==> src/rtl/skf_pkg.sv <==
// skf_pkg: shared types and constants for the servo keyframe interpolator
// holds the item structs, command, status and register codes
// no dependencies
`default_nettype none

package skf_pkg;

    localparam int TIME_W     = 32;
    localparam int POS_W      = 10;
    localparam int MAX_JOINTS = 9;
    localparam int JIDX_W     = 4;
    localparam int DEN_W      = 32;
    localparam int PROD_W     = 42;
    localparam int CFG_IDX_W  = 3;
    localparam int SHIFT_W    = 3;

    // input commands
    localparam logic [1:0] CMD_APPEND = 2'd0;
    localparam logic [1:0] CMD_CLEAR  = 2'd1;
    localparam logic [1:0] CMD_QUERY  = 2'd2;

    // result status codes
    localparam logic [1:0] STAT_OK    = 2'd0;
    localparam logic [1:0] STAT_FULL  = 2'd1;
    localparam logic [1:0] STAT_EMPTY = 2'd2;

    // configuration register indexes
    localparam logic [CFG_IDX_W-1:0] REG_TIME_SHIFT     = 3'd0;
    localparam logic [CFG_IDX_W-1:0] REG_LEG_UPPER_LOW  = 3'd1;
    localparam logic [CFG_IDX_W-1:0] REG_LEG_UPPER_HIGH = 3'd2;
    localparam logic [CFG_IDX_W-1:0] REG_LEG_LOWER_LOW  = 3'd3;
    localparam logic [CFG_IDX_W-1:0] REG_LEG_LOWER_HIGH = 3'd4;
    localparam logic [CFG_IDX_W-1:0] REG_BODY_LOW       = 3'd5;
    localparam logic [CFG_IDX_W-1:0] REG_BODY_HIGH      = 3'd6;

    // joint that uses the body limit pair
    localparam logic [JIDX_W-1:0] BODY_JOINT = 4'd8;

    typedef struct packed {
        logic [1:0]        command;
        logic [TIME_W-1:0] time_ms;
        logic [POS_W-1:0]  pos_0;
        logic [POS_W-1:0]  pos_1;
        logic [POS_W-1:0]  pos_2;
        logic [POS_W-1:0]  pos_3;
        logic [POS_W-1:0]  pos_4;
        logic [POS_W-1:0]  pos_5;
        logic [POS_W-1:0]  pos_6;
        logic [POS_W-1:0]  pos_7;
        logic [POS_W-1:0]  pos_8;
    } in_item_t;

    typedef struct packed {
        logic [1:0]        status;
        logic [JIDX_W-1:0] joint_index;
        logic [POS_W-1:0]  target_position;
        logic              last;
    } out_item_t;

endpackage

`default_nettype wire

==> src/rtl/skf_divider.sv <==
// skf_divider: restoring unsigned divider, one quotient bit per cycle
// depends on skf_pkg
`default_nettype none

module skf_divider (
    input  wire                         clk,
    input  wire                         rst_n,
    input  wire                         start,
    input  wire  [skf_pkg::PROD_W-1:0]  num,
    input  wire  [skf_pkg::DEN_W-1:0]   den,
    output logic                        done,
    output logic [skf_pkg::PROD_W-1:0]  quo
);
    import skf_pkg::*;

    localparam int CNT_W = $clog2(PROD_W + 1);

    logic [DEN_W:0]   rem_reg, rem_next;
    logic [PROD_W-1:0] quo_reg, quo_next;
    logic [CNT_W-1:0] cnt_reg, cnt_next;
    logic             busy_reg, busy_next;
    logic             done_reg, done_next;
    logic [DEN_W:0]   shifted;
    logic             fits;

    // one shift and trial subtract per cycle
    always_comb
    begin
        shifted   = {rem_reg[DEN_W-1:0], quo_reg[PROD_W-1]};
        fits      = shifted >= {1'b0, den};
        rem_next  = rem_reg;
        quo_next  = quo_reg;
        cnt_next  = cnt_reg;
        busy_next = busy_reg;
        done_next = 1'b0;
        if (start)
        begin
            rem_next  = '0;
            quo_next  = num;
            cnt_next  = CNT_W'(PROD_W);
            busy_next = 1'b1;
        end
        else if (busy_reg)
        begin
            rem_next = fits ? shifted - {1'b0, den} : shifted;
            quo_next = {quo_reg[PROD_W-2:0], fits};
            cnt_next = cnt_reg - 1'b1;
            if (cnt_reg == CNT_W'(1))
            begin
                busy_next = 1'b0;
                done_next = 1'b1;
            end
        end
    end

    always_ff @(posedge clk or negedge rst_n)
    begin
        if (!rst_n)
        begin
            busy_reg <= 1'b0;
            done_reg <= 1'b0;
            cnt_reg  <= '0;
        end
        else
        begin
            busy_reg <= busy_next;
            done_reg <= done_next;
            cnt_reg  <= cnt_next;
        end
    end

    always_ff @(posedge clk)
    begin
        rem_reg <= rem_next;
        quo_reg <= quo_next;
    end

    assign done = done_reg;
    assign quo  = quo_reg;

endmodule

`default_nettype wire

==> config.mk <==
export PLATFORM = sky130hd
export DESIGN_NAME = skf_divider
export DESIGN_NICKNAME = d
export VERILOG_FILES = /design/src/rtl/skf_pkg.sv /design/src/rtl/skf_divider.sv
export SDC_FILE = /design/constraint.sdc
export NUM_CORES = 1
export LEC_CHECK = 0
export BUFFER_PORTS_ARGS = -buffer_cell sky130_fd_sc_hd__buf_2
export CAP_MARGIN = 20
export CORE_ASPECT_RATIO = 1.5
export CORE_MARGIN = 4
export CORE_UTILIZATION = 56
export DETAILED_ROUTE_END_ITERATION = 12
export PLACE_DENSITY = 0.9
export SETUP_SLACK_MARGIN = 0.1
export SLEW_MARGIN = 10
export SYNTH_ARGS = -nofsm -noshare
export SYNTH_HDL_FRONTEND = slang
export SYNTH_SLANG_ARGS = --single-unit
==> constraint.sdc <==
create_clock -name clk -period 3.3 [get_ports clk]
set_input_delay 0.165 -clock clk [delete_from_list [all_inputs] [get_ports clk]]
set_output_delay 0.165 -clock clk [all_outputs]
set_load 0.03 [all_outputs]
==> metrics <==
core area=0.00985 sq mm; crit path max fanout=8; Layout Nets=833; delay-heaviest family, CP=compound AO/OA/AOI/OAI gates; Worst path depth=10; synthesized area per cell=9.34 sq um; Max Cap Viol=0; mapped cell area=0.00572 sq mm; H-tree depth=3; hold crit path type=in2reg; post-synth cell types=67; CTS tree=yes; setup_tns=0 ns; Synth async-reset ratio=9.76%; EDFF count, synth=42; DR pass1 iterations=5; Die Width=90.5 microns; CP arrival=3.27 ns; Seq/Total Area, Yosys=36.8%; largest net degree at the start of global routing=68; crit path to=rem_reg[1]$_SDFFE_PP0P_; worst r2r src=rem_reg[7]$_SDFFE_PP0P_; via count=5340; Final Hold Viols=0; vias in the first global route=5425; DRC viols=0; Critical Path Source=rem_reg[7]$_SDFFE_PP0P_; minimum clock period=2.99 ns; CP endpoint kind=register; root buffer cell=clkbuf_16; Detailed Route Iter0 Violations=476; HPWL Detailed=11300 microns; Starting Density=58.0%; DIE HEIGHT=132 microns; critical-path cell list=ha_1, a21o_1, a221o_1, a21oi_2, nand4b_1, a211oi_2, nor2_4, buf_4, a211oi_1, o21a_1; Peak VDD IR=322 uV; Final setup violation count=0; vias per cell=6.34; final worst slack=0.311 ns; synth-to-layout area growth=17.3%; port bufs=119; Primary FF master, synth=edfxtp_1; Placed Cells=822; final period utilization=90.6%; reg2reg end=rem_reg[1]$_SDFFE_PP0P_; die footprint=0.0119 sq mm; internal reg-to-reg setup slack=0.31 ns; Relative slew margins=31.7%; CP max stage delay=0.45 ns; Clock Skew=0.00873 ns; first-pass GRT wire length=25500 microns; I/O pin count=120; Syn. warnings=0; worst setup path class=reg2reg; fin. max-slew vios=0; GRT overflow=0; Synth Net Count=724; most frequent cells in the layout=buf_2 (119), nand2_1 (58), inv_1 (47), nor2_1 (47), mux2_2 (43); Layout Utilization=68.1%; pwr dens=585 mW/mm^2; RSZ-0062 raised after global routing=no; drt total wl=16000 microns; Post-Syn Instances=612; CTS Buffer Depth=2; WP data required=3.58 ns; clk_lat worst skew=0.34 ns; gpl congestion=0.903; Seq cells post-synth=82; Largest register FFs=42; hold path cells=2; slowest CP cell=a211oi_2; crit start category=register; Std-Cell Rows=44; Clock transition at path regs=0.07 ns; WP buf/inv=1; clock net sink count=82; share of layout cells above drive strength 1=30.6%; status=completed; initial antenna violation count=1; commonest non-fill, non-tap cell in the layout=buf_2; Setup Slack @ Placement=0.379 ns; Reg2Reg Depth=10; Fmax=0.335 GHz; filler cell count=695; Leak=3.03 nW; Antenna Nets Post-Route=0; routed len/inst=19.0 microns; GRT Util Overall=25.8%; # resized after CTS=0; worst-margin pin slew=1.02 ns; final non-filler cell total=842; TritonCTS Buffers=9
-- cell type report --
| class | count | area (sq um) | share of cell area [%] |
|---|---|---|---|
| antenna | 1 | 2.50 | 0.0373 |
| clock buffer | 10 | 229 | 3.41 |
| clock inverter | 6 | 73.8 | 1.10 |
| inverter | 49 | 184 | 2.74 |
| multi-input combinational | 447 | 3260 | 48.6 |
| sequential | 82 | 2100 | 31.4 |
| tap | 115 | 144 | 2.15 |
| timing repair buffer | 132 | 708 | 10.6 |
-- worst min path at each step --
stage               slack (ns)  startpoint                     end
floorplan                -0.13       rst_n      busy_reg$_DFF_PN0_
global placement          0.01       rst_n  cnt_reg[3]$_DFFE_PN0P_
detailed placement        0.02       rst_n  cnt_reg[5]$_DFFE_PN0P_
CTS                       0.12     num[21]       quo[21]$_DFFE_PP_
global route              0.12      num[6]        quo[6]$_DFFE_PP_
finish                    0.12     num[22]       quo[22]$_DFFE_PP_
-- Yosys cell counts, types with 8 or more instances --
library cell | number | area share [%]
dfrtp_1 | 8 | 3.5
edfxtp_1 | 42 | 22
xnor2_1 | 15 | 2.3
mux2_2 | 43 | 8.5
clkbuf_1 | 25 | 1.6
o21ai_0 | 23 | 2.0
nand2_1 | 59 | 3.9
nand3_1 | 15 | 1.3
a211oi_1 | 12 | 1.6
a21o_1 | 9 | 1.2
dfxtp_1 | 32 | 11
a21oi_1 | 30 | 2.6
nor2_1 | 47 | 3.1
and3_1 | 11 | 1.2
ha_1 | 34 | 7.4
a311oi_2 | 14 | 3.7
a31oi_1 | 8 | 0.88
nand2b_1 | 8 | 0.88
inv_1 | 47 | 3.1
nand2_2 | 9 | 0.98
-- cell families after synthesis --
group           count (synthesis)  share of synthesized area, %
buf+inv                        83                          6.21
compound gates                156                          20.9
simple gates                  190                          16.2
fa+ha+maj                      35                          7.79
flops                          82                          36.8
mux                            47                          9.17
xor+xnor                       19                          2.91
-- metal layers --
| metal | routed length [microns] | global-route usage (%) | share of wire [%] | vias to the layer above |
|---|---|---|---|---|
| li1 | - | - | - | 2467 |
| met5 | 0 | 0 | 0 | - |
| met3 | 1050 | 3.94 | 6.6 | 82 |
| met2 | 8440 | 48.1 | 53 | 300 |
| met1 | 5610 | 26.9 | 35 | 2491 |
| met4 | 894 | 15.2 | 5.6 | 0 |
-- repair_timing --
| item | in CTS | in global routing |
|---|---|---|
| hold endpoints to repair | 8 | 0 |
| setup buffers | 0 | 2 |
| setup endpoints to repair | 0 | 2 |
| hold buffers | 1 | 0 |
-- power breakdown --
group | internal (mW) | switching, mW | leakage [nW]
clock | 0.598 | 0.449 | 0.142
combinational | 0.612 | 0.932 | 2.09
sequential | 1.22 | 0.113 | 0.798
total | 2.43 | 1.49 | 3.03
-- per-stage QoR --
stage          hold slack (ns)  area (sq um)  total power, mW
6_report                 0.120          6710             3.93
5_1_grt                  0.123          6710             4.10
4_1_cts                  0.119          6690             3.88
3_5_place_dp            0.0199          6380             2.83
3_3_place_gp            0.0116          6380             2.76
2_1_floorplan           -0.131          5720             2.49
-- worst register-to-register path: stages (launching register included) --
cell	delay, ns
dfxtp_1	0.34
ha_1	0.34
a21o_1	0.23
a221o_1	0.37
a21oi_2	0.22
nand4b_1	0.18
a211oi_2	0.45
nor2_4	0.12
buf_4	0.19
a211oi_1	0.32
o21a_1	0.16
Power figures use the tool's default switching activity.
